### config.mk
export PLATFORM = sky130hd
export DESIGN_NAME = utf8_validate_replace
export DESIGN_NICKNAME = d
export VERILOG_FILES = /design/src/hdl/utfvr_pkg.sv /design/src/hdl/utfvr_step.sv /design/src/hdl/utf8_validate_replace.sv
export SDC_FILE = /design/constraint.sdc
export NUM_CORES = 1
export LEC_CHECK = 0
export ABC_AREA = 1
export BUFFER_PORTS_ARGS = -buffer_cell sky130_fd_sc_hd__buf_2
export CORE_ASPECT_RATIO = 0.7
export CORE_MARGIN = 1
export CORE_UTILIZATION = 28
export CTS_BUF_LIST = sky130_fd_sc_hd__clkbuf_8
export DETAILED_ROUTE_END_ITERATION = 8
export PLACE_DENSITY = 0.44
export SYNTH_ARGS = -nofsm -noshare
export SYNTH_HDL_FRONTEND = slang
export SYNTH_SLANG_ARGS = --single-unit
### constraint.sdc
create_clock -name clk_i -period 3.6 [get_ports clk_i]
set_input_delay 0.72 -clock clk_i [delete_from_list [all_inputs] [get_ports clk_i]]
set_output_delay 0.72 -clock clk_i [all_outputs]
set_load 0.01 [all_outputs]
### src/hdl/utfvr_pkg.sv
package utfvr_pkg;

  // longest run of result bytes one input byte can cause
  localparam int RunDepth = 6;
  localparam int RunCntW  = $clog2(RunDepth + 1);

  // replacement character U+FFFD
  localparam logic [7:0] ReplByte0 = 8'hEF;
  localparam logic [7:0] ReplByte1 = 8'hBF;
  localparam logic [7:0] ReplByte2 = 8'hBD;

  // lead bytes and bounds that restrict the first continuation
  localparam logic [7:0] LeadMin2  = 8'hC2;
  localparam logic [7:0] LeadMax4  = 8'hF4;
  localparam logic [7:0] LeadE0    = 8'hE0;
  localparam logic [7:0] LeadED    = 8'hED;
  localparam logic [7:0] LeadF0    = 8'hF0;
  localparam logic [7:0] ContMinE0 = 8'hA0;
  localparam logic [7:0] ContMaxED = 8'h9F;
  localparam logic [7:0] ContMinF0 = 8'h90;
  localparam logic [7:0] ContMaxF4 = 8'h8F;

  typedef enum logic [2:0] {
    LEAD_ASCII,
    LEAD_TWO,
    LEAD_THREE,
    LEAD_FOUR,
    LEAD_BAD
  } lead_e;

  // pending sequence
  typedef struct packed {
    logic [2:0][7:0] held;
    logic [1:0]      cnt;
    logic [1:0]      need;
  } dec_state_t;

  // result bytes of one input byte, lowest index goes out first
  typedef struct packed {
    logic [RunDepth-1:0][7:0] bytes;
    logic [RunCntW-1:0]       cnt;
  } run_t;

  function automatic lead_e lead_class(input logic [7:0] c);
    lead_e k;
    if (c[7] == 1'b0) begin
      k = LEAD_ASCII;
    end else if (c[7:5] == 3'b110 && c >= LeadMin2) begin
      k = LEAD_TWO;
    end else if (c[7:4] == 4'b1110) begin
      k = LEAD_THREE;
    end else if (c[7:3] == 5'b11110 && c <= LeadMax4) begin
      k = LEAD_FOUR;
    end else begin
      k = LEAD_BAD;
    end
    return k;
  endfunction

  function automatic logic first_cont_ok(input logic [7:0] lead, input logic [7:0] c);
    logic ok;
    ok = 1'b1;
    if (lead == LeadE0 && c < ContMinE0) ok = 1'b0;
    if (lead == LeadED && c > ContMaxED) ok = 1'b0;
    if (lead == LeadF0 && c < ContMinF0) ok = 1'b0;
    if (lead == LeadMax4 && c > ContMaxF4) ok = 1'b0;
    return ok;
  endfunction

endpackage

### src/hdl/utfvr_step.sv
module utfvr_step
  import utfvr_pkg::*;
(
  input  dec_state_t st_i,
  input  logic [7:0] byte_i,
  input  logic       end_i,
  output dec_state_t st_o,
  output run_t       run_o
);

  logic               cont_ok;
  logic               take_lead;
  logic [RunCntW-1:0] n;

  assign cont_ok = (byte_i[7:6] == 2'b10) &&
                   ((st_i.cnt != 2'd1) || first_cont_ok(st_i.held[0], byte_i));

  always_comb begin
    st_o       = st_i;
    run_o      = '0;
    n          = '0;
    take_lead  = 1'b0;

    if (st_i.cnt != 2'd0) begin
      if (cont_ok) begin
        if (st_i.cnt >= st_i.need) begin
          // sequence complete, pass it through
          for (int i = 0; i < 3; i++) begin
            if (i < int'(st_i.cnt)) begin
              run_o.bytes[n] = st_i.held[i];
              n = n + 1'b1;
            end
          end
          run_o.bytes[n] = byte_i;
          n = n + 1'b1;
          st_o.cnt  = 2'd0;
          st_o.need = 2'd0;
        end else begin
          st_o.held[st_i.cnt] = byte_i;
          st_o.cnt            = st_i.cnt + 2'd1;
        end
      end else begin
        // maximal subpart replaced, byte retried as a lead
        run_o.bytes[n] = ReplByte0; n = n + 1'b1;
        run_o.bytes[n] = ReplByte1; n = n + 1'b1;
        run_o.bytes[n] = ReplByte2; n = n + 1'b1;
        st_o.cnt  = 2'd0;
        st_o.need = 2'd0;
        take_lead = 1'b1;
      end
    end else begin
      take_lead = 1'b1;
    end

    if (take_lead) begin
      unique case (lead_class(byte_i))
        LEAD_ASCII: begin
          run_o.bytes[n] = byte_i;
          n = n + 1'b1;
        end
        LEAD_TWO: begin
          st_o.held[0] = byte_i;
          st_o.cnt     = 2'd1;
          st_o.need    = 2'd1;
        end
        LEAD_THREE: begin
          st_o.held[0] = byte_i;
          st_o.cnt     = 2'd1;
          st_o.need    = 2'd2;
        end
        LEAD_FOUR: begin
          st_o.held[0] = byte_i;
          st_o.cnt     = 2'd1;
          st_o.need    = 2'd3;
        end
        default: begin
          run_o.bytes[n] = ReplByte0; n = n + 1'b1;
          run_o.bytes[n] = ReplByte1; n = n + 1'b1;
          run_o.bytes[n] = ReplByte2; n = n + 1'b1;
        end
      endcase
    end

    if (end_i) begin
      // flush a sequence cut short by the end of the stream
      if (st_o.cnt != 2'd0) begin
        run_o.bytes[n] = ReplByte0; n = n + 1'b1;
        run_o.bytes[n] = ReplByte1; n = n + 1'b1;
        run_o.bytes[n] = ReplByte2; n = n + 1'b1;
      end
      st_o.cnt  = 2'd0;
      st_o.need = 2'd0;
    end

    run_o.cnt = n;
  end

endmodule

### src/hdl/utf8_validate_replace.sv
// utf8 sanitizer with maximal-subpart replacement
//
// slave channel: one raw byte per transfer on s_axis_tdata, s_axis_tlast
// marks the final byte of a stream. master channel: one sanitized byte per
// transfer, m_axis_tuser flags the last byte caused by one input byte and
// m_axis_tlast flags the final byte of the stream.
//
// a byte accepted on the slave side sits in the input register, is decoded
// into the run buffer once that buffer is free and is offered on the master
// side from then on. a byte that is held as part of a pending sequence gives
// no output at all.
// the master side sends one byte per cycle while m_axis_tready is high. an
// input byte that causes k result bytes (up to six) holds the run buffer until
// all k have left; the next byte moves in as the last one leaves, so the input
// side takes one byte per cycle while each gives at most one result byte and the receiver does not stall.
// when the receiver stalls, the run buffer holds, then the input register
// fills and s_axis_tready drops. reset empties both and clears the pending
// sequence; after a byte with tlast the decoder is idle again.
module utf8_validate_replace
  import utfvr_pkg::*;
(
  input  logic       clk_i,
  input  logic       rst_ni,
  input  logic       s_axis_tvalid,
  output logic       s_axis_tready,
  input  logic [7:0] s_axis_tdata,   // in_byte
  input  logic       s_axis_tlast,   // end_of_input
  output logic       m_axis_tvalid,
  input  logic       m_axis_tready,
  output logic [7:0] m_axis_tdata,   // out_byte
  output logic       m_axis_tuser,   // last_in_run
  output logic       m_axis_tlast    // stream_end
);

  // input register
  logic       in_valid_q, in_valid_d;
  logic [7:0] in_byte_q;
  logic       in_end_q;

  // decoder state
  dec_state_t st_q, st_d;

  // run buffer, shifted down by one byte per master transfer
  logic [RunDepth-1:0][7:0] run_bytes_q, run_bytes_d;
  logic [RunCntW-1:0]       run_cnt_q, run_cnt_d;
  logic                     run_end_q, run_end_d;

  run_t step_run;
  logic s_xfer, m_xfer, run_free, move;

  utfvr_step u_step (
    .st_i   (st_q),
    .byte_i (in_byte_q),
    .end_i  (in_end_q),
    .st_o   (st_d),
    .run_o  (step_run)
  );

  assign m_axis_tvalid = (run_cnt_q != '0);
  assign m_axis_tdata  = run_bytes_q[0];
  assign m_axis_tuser  = (run_cnt_q == RunCntW'(1));
  assign m_axis_tlast  = (run_cnt_q == RunCntW'(1)) && run_end_q;

  assign m_xfer   = m_axis_tvalid && m_axis_tready;
  // buffer is free now or its last byte leaves in this cycle
  assign run_free = (run_cnt_q == '0) || (m_xfer && run_cnt_q == RunCntW'(1));
  assign move     = in_valid_q && run_free;

  assign s_axis_tready = !in_valid_q || move;
  assign s_xfer        = s_axis_tvalid && s_axis_tready;

  always_comb begin
    in_valid_d  = in_valid_q;
    run_bytes_d = run_bytes_q;
    run_cnt_d   = run_cnt_q;
    run_end_d   = run_end_q;

    if (s_xfer) begin
      in_valid_d = 1'b1;
    end else if (move) begin
      in_valid_d = 1'b0;
    end

    if (move) begin
      // decoded run replaces whatever is left (at most the leaving byte)
      run_bytes_d = step_run.bytes;
      run_cnt_d   = step_run.cnt;
      run_end_d   = in_end_q;
    end else if (m_xfer) begin
      for (int k = 0; k < RunDepth - 1; k++) begin
        run_bytes_d[k] = run_bytes_q[k+1];
      end
      run_cnt_d = run_cnt_q - RunCntW'(1);
    end
  end

  // held bytes of the pending sequence are not reset, only its counts
  always_ff @(posedge clk_i or negedge rst_ni) begin
    if (!rst_ni) begin
      in_valid_q <= 1'b0;
      run_cnt_q  <= '0;
      st_q.cnt   <= 2'd0;
      st_q.need  <= 2'd0;
    end else begin
      in_valid_q <= in_valid_d;
      run_cnt_q  <= run_cnt_d;
      if (move) begin
        st_q <= st_d;
      end
    end
  end

  // payload, no reset
  always_ff @(posedge clk_i) begin
    if (s_xfer) begin
      in_byte_q <= s_axis_tdata;
      in_end_q  <= s_axis_tlast;
    end
    run_bytes_q <= run_bytes_d;
    run_end_q   <= run_end_d;
  end

  // a stalled result keeps its byte count
  a_run_holds : assert property (@(posedge clk_i) disable iff (!rst_ni)
    (m_axis_tvalid && !m_axis_tready) |=> (run_cnt_q == $past(run_cnt_q)))
    else $error("run buffer changed while stalled");

  // an input byte waiting for the run buffer is not dropped
  a_input_holds : assert property (@(posedge clk_i) disable iff (!rst_ni)
    (in_valid_q && !run_free) |=> (in_valid_q && in_byte_q == $past(in_byte_q)))
    else $error("input register lost a waiting byte");

  // end of stream only on the last byte of a run
  a_end_on_last : assert property (@(posedge clk_i) disable iff (!rst_ni)
    m_axis_tlast |-> (m_axis_tvalid && m_axis_tuser))
    else $error("stream end outside the last byte of a run");

  // run never exceeds its depth
  a_run_depth : assert property (@(posedge clk_i) disable iff (!rst_ni)
    run_cnt_q <= RunCntW'(RunDepth))
    else $error("run count beyond buffer depth");

endmodule
* After elaboration in Yosys (flattened, before gate mapping)
Index checks and enable logic that the tools add are counted.
** Storage, ports and cells
- Bits in registers :: 90
- Bits in latches :: 0
- Bits in writable memories :: 0
- Memory bits (read-only) :: 0
- Output and inout port bits :: 12
- Memories :: 0
** Cells by class
- $add $sub $neg :: 11
- $mul :: 0
- Div/mod/pow operators :: 0
- $lt $le $gt $ge :: 30
- Equal/unequal tests :: 13
- Shift operators :: 0
- Muxes and demuxes :: 90
- Bitwise gates (word level) :: 19
- Reduce and logical (&&, ||, !) cells :: 36
** Operator list (number)
- 2-to-1 mux 48 bit :: 13
- demux 8 bit (select 3 bit) :: 9
- bitwise mux 48 bit :: 4
- OR 42 bit :: 4
- 2-to-1 mux 8 bit :: 16
- one-hot mux 48 bit (2 select lines) :: 1
- 2-to-1 mux 40 bit :: 2
- 2-to-1 mux 3 bit :: 24
- OR 36 bit :: 2
- 2-to-1 mux 24 bit :: 2
- < comparator 3 x 4 -> 1 bit, second input constant :: 9
- one-hot mux 12 bit (3 select lines) :: 1
- equality test 8 bit, second input constant :: 4
- adder 3 x 1 -> 3 bit, second input constant :: 9
- >= comparator 3 x 1 -> 1 bit, second input constant :: 9
- AND 12 bit :: 2
- AND 6 bit :: 4
- bitwise mux 24 bit :: 1
- 2-to-1 mux 12 bit :: 2
- inverter 12 bit :: 2
- inverter 6 bit :: 4
- logical AND 1 bit :: 22
- demux 8 bit (select 2 bit) :: 1
- > comparator 8 bit, second input constant :: 2
- 30 further kinds :: 50

* Logic depth before layout (Yosys ltp)
Gate-level depths: netlist of run 1.
- Word-level depth :: 40
- Gate-level depth with buffers :: 31

* Hierarchy
From an unflattened synthesis of run 1, not the netlist that was laid out.
** Unflattened totals
- Cell total of the unflattened synthesis :: 788
- Area, all modules :: 6189.7 sq um
** By module, submodules not included
- utf8_validate_replace :: times used 1, cells each 283, area each 3553.4 sq um, seq. area each 2662.6 sq um
- utfvr_step :: times used 1, cells each 505, area each 2636.3 sq um, seq. area each 0.0 sq um

* Least setup slack after synthesis of run 1
No wires, ideal clock.
- Kind :: register -> register
- From :: register st_q[2] in the netlist's numbering
- To :: register run_bytes_q, in the netlist m_axis_tdata[0] (data pin)
- Arrival :: 3.602 ns
- Data required time :: 3.348 ns
- Setup slack :: -0.255 ns
- Stages on the path, launching flop included :: 28
- Period minus slack after synthesis :: 3.855 ns
- Cell sequence :: dfrtp_1 -> inv_1 -> ha_1 -> nor2_1 -> inv_1 -> a21o_1 -> inv_1 -> nand2_2 -> nand2_4 -> inv_4 -> nand2_2 -> inv_2 -> ha_1 -> inv_1 -> nor2_1 -> o21ai_0 -> o21ai_1 -> ha_1 -> inv_1 -> nor2_1 -> inv_1 -> nor2_4 -> nand2_1 -> nand2_1 -> inv_2 -> nand2_4 -> o22ai_2 -> inv_2
** RTL lines
- start, declared :: RTL line utf8_validate_replace.sv:41 : dec_state_t st_q, st_d;
- start signal, assigned :: RTL line utf8_validate_replace.sv:108 : st_q <= st_d;
- end signal, assigned :: RTL line utf8_validate_replace.sv:119 : run_bytes_q <= run_bytes_d;
- end, declared :: RTL line utf8_validate_replace.sv:44 : logic [RunDepth-1:0][7:0] run_bytes_q, run_bytes_d;

==> results.md, run 1 <==
- Status: finished, final reports clean
- CP Data Required Time: 3.88 ns
- R2r setup slk: 0.11 ns
- P&R area growth vs syn: 20.1%
- Synth area leaders: edfxtp_1 41%, nand2_1 7.4%, inv_1 5.4%
- #FFs+latches synth: 90
- Synthesized area: 0.00602 mm^2
- Vias per std cell: 5.06
- Syn Inst Count: 713
- Yosys warns: 0
- Drc violations: 0
- Post-route minimum period: 3.49 ns
- Main synth FF type: edfxtp_1
- Fmax: 0.287 GHz
- Pleak: 3.01 nW
- Largest vdd supply drop: 585 uV
- Die H: 125 um
- Post-Route WL: 19000 um
- Placer Congestion: 0.889
- Worst slew margin: 0.521
- Pwr Density: 1030 mW/mm^2
- WL per Instance: 17.9 um
- Final core utilization: 0.346
- CP arrival: 3.77 ns
- Worst slack, placed: 0.00124 ns
- Part of the cycle the worst path needs: 0.969
- HP Class: input pin to asynchronous set/reset pin
- Fin area: 0.00723 mm^2
- Area share of the leading cell type in the synthesized netlist: 0.409
- Die Span X: 177 um
- Max cap viols: 0
- Most common cell after layout, fill and taps aside: nand2_1
- DRT iter0 DRCs: 591
- Fin nets: 812
- Placed cell area: 0.00674 mm^2
- First-pass GRT wire length: 29300 um
- H-tree levels: 3
- Ys async rst share: 0.0889
- Sequential share of the synthesized area: 0.442
- Unrepaired setup endpoints after global routing: yes
- Final count of negative-setup-slack endpoints: 0
- Setup slack after layout: 0.112 ns
- DIE AREA: 0.0221 mm^2
- Crit path launch: in_byte_q[7]$_DFFE_PP_
- Critical R2R Launch: in_byte_q[7]$_DFFE_PP_
- Root buf cell: clkbuf_8
- Longest Clk Path Bufs: 2
- GRT Residual Overflow: 0
- Number of global-route vias before repair: 5122
- Core Rows: 44
- Syn nets: 744
- Hpwl dp: 14500 um
- DR vias: 5377
- Pin count of the biggest net entering global routing: 57
- Commonest non-fill, non-tap cells in the layout: 109 x nand2_1, 82 x edfxtp_1, 81 x inv_1, 65 x buf_4, 54 x o21ai_0
- Crit Path Max Fanout: 6
- Leading area contributor after synthesis: edfxtp_1
- Starting Density: 0.288
- Count of cell types in the netlist: 49
- Global Route Usage Sum: 0.177
- Number of flops mapped to enable cells by yosys: 82
- Syn_area_per_cell: 8.45 um^2
- Worst Setup Start Kind: register
- Worst hold margin: 0.156 ns
- CTS tree: done
- Crit. End Element: register
- Pre-antenna DRT Iters: 5
- Final antenna-violating net count: 0
- Final Hold Viols: 0
- Critical path type: register to register
- Setup TNS: 0 ns
- ANT cells: 0
- Port bufs: 24
- Layout cell share with drive strength beyond 1: 0.271
- Slew @ Worst Pin: 0.716 ns
- Filler cells: 2177
- Antenna violations before repair: 0
- Core area: 0.0209 mm^2
- TritonCTS Buffers: 9
- Clock latency on the worst-skew pair: 0.40 ns
- Sink Count: 90
- Num ports: 25
- Clock Skews: 0.0125 ns
- Reg-to-reg endpoint: run_bytes_q[23]$_DFFE_PP_
- R2R cell count: 25
- Fin. max-slew vios: 0
- Clk slew on worst S/H paths: 0.10 ns
synth_stat cells, drive strengths merged, types with 3 or more instances:
cell type    n
a31oi        7
o22ai        9
clkbuf      15
buf         20
o21ai       74
a22oi        7
o21bai       5
inv        106
o2111ai      3
a2111o       3
nor2        66
nor3         6
o31ai        6
a21oi       36
edfxtp      82
nand3       54
nand2      142
a211oi       3
dfrtp        8
nand3b       5
ha          18
nand4       12
o211ai      13
registers in the layout (all words and copies together), names as in the netlist:
| signal | count |
|---|---|
| st_q | 28 |
| m_axis_tdata | 8 |
| run_cnt_q | 3 |
| in_end_q | 1 |
| run_bytes_q | 40 |
| run_end_q | 1 |
| in_byte_q | 8 |
| in_valid_q | 1 |
kinds of logic (layout without fill, tap and decap cells):
kind of cell               count (synthesis)  count (layout)  share of synthesized area
DFF                                       90              90                      0.442
buffers and inverters                    142             215                      0.101
adders and majority gates                 18              18                     0.0374
and+or+nand+nor                          288             288                      0.239
xor gates and xnor gates                   2               2                    0.00291
AOI/OAI and AO/OA                        173             173                      0.178
layer usage:
| layer | global-route usage | up-vias | wire (um) |
|---|---|---|---|
| li1 | - | 2579 | - |
| met1 | 0.277 | 2598 | 9990 |
| met2 | 0.235 | 184 | 7520 |
| met3 | 0.0452 | 16 | 1270 |
| met4 | 0.0458 | 0 | 257 |
| met5 | 0 | - | 0 |
power breakdown:
part | switching, mW | internal, mW | leakage (nW)
combinational | 3.18 | 1.73 | 2.03
clock | 0.422 | 0.327 | 0.0996
sequential | 0.143 | 1.67 | 0.875
total | 3.74 | 3.73 | 3.01
worst max-delay path by stage:
stage | slack, ns | endpoint
6_report | 0.11 | run_bytes_q[23]$_DFFE_PP_
5_1_grt | -0.04 | run_bytes_q[12]$_DFFE_PP_
4_1_cts | 0.01 | run_bytes_q[23]$_DFFE_PP_
3_5_place_dp | 0.001 | run_bytes_q[20]$_DFFE_PP_
3_3_place_gp | 0.07 | run_bytes_q[20]$_DFFE_PP_
2_1_floorplan | 0.04 | m_axis_tdata[0]$_DFFE_PP_
through the flow:
step                      total power [mW]  instances
after floorplan                       4.79        713
after global placement                6.14       1035
after detailed placement              6.17       1035
after CTS                             6.93       1051
after global routing                  8.01       1062
final                                 7.48       1062
worst max-delay path, cell delays in order, from the launching register on:
cell and delay, ns:
edfxtp_1 0.51, nand2_2 0.12, nand3_2 0.09, a21oi_2 0.19, nand2_4 0.09, nand2_8 0.07, inv_2 0.05, nand2_2 0.08
nand2_4 0.07, inv_4 0.06, nand2_2 0.06, inv_4 0.09, ha_4 0.21, inv_1 0.08, nor2_2 0.05, o21ai_2 0.17
o21ai_4 0.11, ha_4 0.19, inv_2 0.08, nand3_2 0.12, nand3_4 0.13, nand4_1 0.25, buf_6 0.23, nand3_1 0.08
o21ai_1 0.07, inv_1 0.07
what timing repair did:
item / 4_1_cts / 5_1_grt
setup endpoints to repair: 0 / 46
hold buffers: 0 / 0
setup buffers: 0 / 11
gates resized for setup: 0 / 51
final cells by class:
type,instances,area [um^2],area share
multi-input combinational,481,2970,0.411
clock buffer,9,124,0.0171
tap,276,345,0.0477
sequential,90,2660,0.368
inverter,107,412,0.0569
clock inverter,7,75.1,0.0104
timing repair buffer,92,642,0.0887
Note: power is estimated with default switching activity, not from simulation.
==> run 2, diff against run 1 <==
==> constraint.sdc (replaced) <==
create_clock -name clk_i -period 3.1 [get_ports clk_i]
set_input_delay 0.62 -clock clk_i [delete_from_list [all_inputs] [get_ports clk_i]]
set_output_delay 0.62 -clock clk_i [all_outputs]
set_load 0.01 [all_outputs]
==> run 2 against run 1 <==
Against the previous run:
- the run now ends with setup timing left
- clock power up 8.4%
- fmax is 3.8% higher
- via count up 4.6%
- routed wire length is 6.8% higher
- power increased by 33%
- largest cell class unchanged
- clock skew increased by 0.0064 ns
- global-route usage increased by 1.3 points
- die area unchanged
==> results.md, run 2 (synthesized netlist as in run 1, its figures left out) <==
- Placer Congestion: 0.868 (-2.4%)
- Critical R2R Launch: st_q[2]$_DFFE_PN0P_
- Grt peak-use layer: met1
- Pwr Density: 1240 mW/mm^2 (+20%)
- Sink Count: 90 (unchanged)
- Part of the cycle the worst path needs: 1.08 (+0.115)
- Filler cells: 2104 (-3.4%)
- Failing checks: setup timing
- Die H: 125 um (unchanged)
- Final count of negative-setup-slack endpoints: 48 (+48)
- Core Rows: 44 (unchanged)
- GR Util met1: 0.293 (+0.0161)
- CTS hold repair buffers: 0 (unchanged)
- Crit path launch: st_q[2]$_DFFE_PN0P_
- Commonest non-fill, non-tap cells in the layout: 121 x buf_4, 97 x nand2_1, 82 x edfxtp_1, 73 x inv_1, 47 x nor2_1
- Num ports: 25 (unchanged)
- Drc violations: 0 (unchanged)
- Power consumption: 9.93 mW (+33%)
- Slowest CP cell: dfrtp_2
- Worst Setup Start Kind: register
- Final core utilization: 0.384 (+0.0384)
- Clock latency on the worst-skew pair: 0.40 ns (about the same)
- Critical path type: register to register
- CP arrival: 3.52 ns (-0.25 ns)
- Setup slack after layout: -0.261 ns (-0.373 ns)
- Hpwl dp: 15400 um (+6.0%)
- DIE AREA: 0.0221 mm^2 (unchanged)
- Pin count of the biggest net entering global routing: 44 (-23%)
- P&R area growth vs syn: 33.4%
- Dpl cells: 1080 (+4.3%)
- HP Class: input pin to asynchronous set/reset pin
- Root buf cell: clkbuf_8
- First-pass GRT wire length: 31600 um (+8.0%)
- Antenna violations before repair: 0 (unchanged)
- Reg-to-reg endpoint: run_bytes_q[12]$_DFFE_PP_
- Layout cell share with drive strength beyond 1: 0.382 (+0.111)
- Post-Route WL: 20300 um (+6.8%)
- Pre-antenna DRT Iters: 5 (unchanged)
- Vias per std cell: 5.00 (-1.3%)
- Fmax: 0.298 GHz (+3.8%)
- CP peak stage delay: 0.48 ns (-0.03 ns)
- Setup TNS: -8.93 ns (-8.93 ns)
- Core area: 0.0209 mm^2 (unchanged)
- Post-route non-filler standard cell count: 1126 (+6.0%)
- Crit Path Max Fanout: 5 (-1)
- ANT cells: 0 (unchanged)
- CTS tree: done
- Final antenna-violating net count: 0 (unchanged)
- Max reg flops: 40 (unchanged)
- Slew @ Worst Pin: 0.588 ns (-0.128 ns)
- CP Data Required Time: 3.26 ns (-0.62 ns)
- Met3 usage: 0.0400 (-0.00519)
- Clock Skews: 0.0189 ns (+0.00639 ns)
- Global-route met2 utilization: 0.266 (+0.0308)
- Max cap viols: 0 (unchanged)
- Largest vdd supply drop: 702 uV (+20%)
- TritonCTS Buffers: 9 (unchanged)
- R2r setup slk: -0.26 ns (-0.37 ns)
- Die Span X: 177 um (unchanged)
- Global Route Usage Sum: 0.191 (+0.0134)
- GRT Residual Overflow: 0 (unchanged)
- Longest Clk Path Bufs: 2 (unchanged)
- Worst slew margin: 0.608 (+0.0870)
- Fin. max-slew vios: 0 (unchanged)
- Crit. End Element: register
- Number of global-route vias before repair: 5569 (+8.7%)
- Most common cell on crit path: nand2_4
- Post-route minimum period: 3.36 ns (-0.127 ns)
- Fin nets: 876 (+7.9%)
- Most common cell after layout, fill and taps aside: buf_4
- Biggest regs: run_bytes_q: 40 flops, st_q: 28 flops
- DR vias: 5625 (+4.6%)
- Unrepaired setup endpoints after global routing: yes
- Status: complete, but fails checks
- Largest Register: run_bytes_q
- DRT iter0 DRCs: 453 (-23%)
- Clk slew on worst S/H paths: 0.10 ns (about the same)
- H-tree levels: 3 (unchanged)
- Starting Density: 0.288 (unchanged)
- R2R cell count: 26 (+4.0%)
- Worst hold margin: 0.181 ns (+0.0249 ns)
- Port bufs: 24 (unchanged)
- Final Hold Viols: 0 (unchanged)
- Pleak: 3.41 nW (+13%)
- WL per Instance: 18.1 um (+0.70%)
[run 2: power breakdown]
part           total [mW]  internal (mW)  switching [mW]
sequential           2.11           1.94           0.166
clock               0.812          0.306           0.506
combinational        7.01           2.82            4.19
[run 2: timing repair]
action | CTS | global route
gates resized for setup | 59 | 55
pin swaps | 34 | 42
endpoints found under the setup margin | 48 | 51
cloned | 0 | 0
setup buffers | 24 | 10
[run 2: layout make-up]
class | instances | area (um^2) | share of cell area
Clock inverter | 7 | 58.8 | 0.00732
Tap cell | 276 | 345 | 0.0430
Clock buffer | 9 | 124 | 0.0154
Timing Repair Buffer | 156 | 1180 | 0.147
Inverter | 107 | 438 | 0.0545
Multi-Input combinational cell | 481 | 3230 | 0.402
Sequential cell | 90 | 2660 | 0.331
[run 2: worst max-delay path: cells and delay by family, from the launching register on]
family | cells | cell delay, ns
AOI/OAI and AO/OA | 4 | 0.60
DFF | 1 | 0.48
buffers and inverters | 8 | 0.54
adders and majority gates | 3 | 0.69
and+or+nand+nor | 11 | 0.79
[run 2: worst max path at each step]
stage,end,depth (start not counted),slack (ns)
4_1_cts,m_axis_tdata[3]$_DFFE_PP_,27,-0.15
3_5_place_dp,run_bytes_q[20]$_DFFE_PP_,25,-0.33
6_report,run_bytes_q[12]$_DFFE_PP_,26,-0.26
2_1_floorplan,m_axis_tdata[0]$_DFFE_PP_,28,-0.24
5_1_grt,m_axis_tdata[7]$_DFFE_PP_,26,-0.39
3_3_place_gp,m_axis_tdata[7]$_DFFE_PP_,26,-0.27
[run 2: routing by layer]
metal  part of all wire  up-vias  routed length [um]
met5                  0        -                   0
met4              0.012        0                 242
met3              0.046       16                 934
met2               0.41      142                8420
met1               0.53     2759               10700
li1                   -     2708                   -
[run 2: stage by stage]
stage | area, um^2 | setup WS [ns]
after floorplan | 6140 | -0.242
after global placement | 7210 | -0.266
after detailed placement | 7210 | -0.331
after CTS | 7820 | -0.155
after global routing | 8040 | -0.392
final | 8040 | -0.261
==> run 3, diff against run 2 <==
--- a/config.mk
+++ b/config.mk
@@ -9,10 +9,10 @@
 export BUFFER_PORTS_ARGS = -buffer_cell sky130_fd_sc_hd__buf_2
 export CORE_ASPECT_RATIO = 0.7
 export CORE_MARGIN = 1
-export CORE_UTILIZATION = 28
+export CORE_UTILIZATION = 58
 export CTS_BUF_LIST = sky130_fd_sc_hd__clkbuf_8
 export DETAILED_ROUTE_END_ITERATION = 8
-export PLACE_DENSITY = 0.44
+export PLACE_DENSITY = 0.79
 export SYNTH_ARGS = -nofsm -noshare
 export SYNTH_HDL_FRONTEND = slang
 export SYNTH_SLANG_ARGS = --single-unit
==> run 3 against run 2 <==
Against the previous run:
- highest routed layer unchanged
- hold slack worse by 0.10 ns
- clock skew down 0.0082 ns
- the flow still finishes with violations (setup timing)
- die area down 51%
- core utilization up 41 points
- critical path type unchanged
- setup slack worse by 0.18 ns
- count of clock-buffer cells in the layout unchanged
- cell count down 14%
- cell area down 3.0%
- fmax down 5.0%
- global-route usage up 19 points
==> results.md, run 3 (synthesized netlist as in run 1, its figures left out) <==
- Fmax: 0.283 GHz (-5.0%)
- DIE AREA: 0.0108 mm^2 (-51%)
- Clock Skews: 0.0108 ns (-0.00818 ns)
- Filler cells: 620 (-71%)
- Clock latency on the worst-skew pair: 0.38 ns (-0.02 ns)
- Worst hold margin: 0.0807 ns (-0.100 ns)
- Core area: 0.00987 mm^2 (-53%)
- CP Data Required Time: 3.24 ns (-0.02 ns)
- Fin nets: 866 (-1.1%)
- Placer Congestion: 0.961 (+11%)
- Largest Register: run_bytes_q
- DR vias: 6140 (+9.2%)
- Biggest regs: run_bytes_q: 40 flops, st_q: 28 flops
- GR Util met1: 0.533 (+0.240)
- Post-Route WL: 20500 um (+0.93%)
- Commonest non-fill, non-tap cells in the layout: 111 x buf_4, 95 x nand2_1, 82 x edfxtp_1, 79 x inv_1, 51 x o21ai_0
- Max reg flops: 40 (unchanged)
- P&R area growth vs syn: 29.4%
- TritonCTS Buffers: 9 (unchanged)
- Status: complete, but fails checks
- Crit Path Max Fanout: 4 (-1)
- CTS tree: done
- Sink Count: 90 (unchanged)
- Antenna violations before repair: 0 (unchanged)
- Drc violations: 0 (unchanged)
- Grt peak-use layer: met2
- Critical path type: register to register
- Max cap viols: 0 (unchanged)
- WL per Instance: 21.2 um (+17%)
- Port bufs: 24 (unchanged)
- Worst Setup Start Kind: register
- Pin count of the biggest net entering global routing: 44 (unchanged)
- Crit. End Element: register
- Pre-antenna DRT Iters: 6 (+1)
- Final count of negative-setup-slack endpoints: 50 (+4.2%)
- Number of global-route vias before repair: 5661 (+1.7%)
- Setup TNS: -15.54 ns (-6.61 ns)
- H-tree levels: 3 (unchanged)
- Final Hold Viols: 0 (unchanged)
- Final antenna-violating net count: 0 (unchanged)
- CP arrival: 3.68 ns (+0.16 ns)
- Fin. max-slew vios: 0 (unchanged)
- Worst slew margin: 0.444 (-0.164)
- Core Rows: 30 (-32%)
- Die Span X: 124 um (-30%)
- CTS hold repair buffers: 0 (unchanged)
- Die H: 87.3 um (-30%)
- Part of the cycle the worst path needs: 1.14 (+0.0575)
- Longest Clk Path Bufs: 2 (unchanged)
- Num ports: 25 (unchanged)
- Final core utilization: 0.790 (+0.406)
- Root buf cell: clkbuf_8
- ANT cells: 0 (unchanged)
- Slew @ Worst Pin: 0.831 ns (+0.243 ns)
- Vias per std cell: 6.34 (+27%)
- Setup slack after layout: -0.439 ns (-0.178 ns)
- GRT Residual Overflow: 0 (unchanged)
- Met3 usage: 0.0897 (+0.0497)
- DRT iter0 DRCs: 784 (+73%)
- Global Route Usage Sum: 0.383 (+0.193)
- Unrepaired setup endpoints after global routing: yes
- Starting Density: 0.610 (+0.322)
- Hpwl dp: 13800 um (-11%)
- Most common cell after layout, fill and taps aside: buf_4
- Failing checks: setup timing
- First-pass GRT wire length: 30400 um (-3.9%)
- Clk slew on worst S/H paths: 0.09 ns (about the same)
- Post-route minimum period: 3.54 ns (+0.178 ns)
- HP Class: input pin to asynchronous set/reset pin
- Global-route met2 utilization: 0.590 (+0.324)
- Layout cell share with drive strength beyond 1: 0.367 (-0.0157)
==> run 3: cell count changes in the layout (fill, tap and decap cells not counted), sizes merged <==
cell,previous run,this run
clkinv,5,2
bufinv,0,1
buf,156,146
inv,107,109
==> run 3: area by class of cell <==
type,count,area [um^2],area share
Inverter,107,434,0.0557
Sequential cell,90,2660,0.342
Timing Repair Buffer,146,1100,0.141
Multi-Input combinational cell,481,3240,0.416
Tap cell,128,160,0.0205
Clock buffer,9,124,0.0159
Clock inverter,7,77.6,0.00995
==> run 3: layer usage <==
metal / part of all wire / wire [um]
met5: 0 / 0
met4: 0.041 / 847
met3: 0.12 / 2460
met2: 0.44 / 9100
met1: 0.40 / 8110
==> run 3: through the flow <==
| stage | cell area (um^2) | instances | worst slack (ns) |
|---|---|---|---|
| floorplan | 6140 | 713 | -0.242 |
| global placement | 6960 | 925 | -0.175 |
| detailed placement | 6960 | 925 | -0.367 |
| CTS | 7560 | 960 | -0.200 |
| global route | 7800 | 968 | -0.559 |
| finish | 7800 | 968 | -0.439 |
==> run 3: timing repair <==
action	4_1_cts	5_1_grt
setup buffers	19	9
pin swaps	31	40
resized for setup	55	50
hold endpoints to repair	0	0
setup endpoints to repair	48	49
==> run 3: worst max-delay path, cell delays in order, from the launching register on <==
cell	delay [ns]
dfrtp_2	0.46
buf_4	0.16
buf_6	0.12
ha_2	0.18
nand2_1	0.06
inv_1	0.04
nor2_1	0.11
inv_1	0.10
nor2_4	0.14
inv_2	0.05
nand2_4	0.08
inv_6	0.05
ha_4	0.29
inv_4	0.04
buf_4	0.12
buf_4	0.14
nor2_1	0.26
nand2_1	0.15
nand2_1	0.11
a21oi_1	0.06
o31ai_1	0.31
nand2_1	0.11
nand2_1	0.11
o21ai_1	0.06
==> run 3: worst paths after layout <==
| check | from | to | slack [ns] | cells after the start |
|---|---|---|---|---|
| setup reg to reg | st_q[2]$_DFFE_PN0P_ | m_axis_tdata[6]$_DFFE_PP_ | -0.44 | 23 |
| max in group asynchronous | rst_ni | st_q[2]$_DFFE_PN0P_ | 2.82 | 1 |
| min in group clk_i | s_axis_tdata[7] | in_byte_q[7]$_DFFE_PP_ | 0.40 | 1 |
| hold / removal | rst_ni | run_cnt_q[2]$_DFFE_PN0P_ | 0.08 | 1 |
| setup / recovery | st_q[2]$_DFFE_PN0P_ | m_axis_tdata[6]$_DFFE_PP_ | -0.44 | 23 |
| hold reg to reg | in_end_q$_DFFE_PP_ | run_end_q$_DFFE_PP_ | 0.49 | 0 |
Power of run 3 is not shown: default switching activity piles up to over one toggle a cycle in this logic, so the estimate is an artifact.
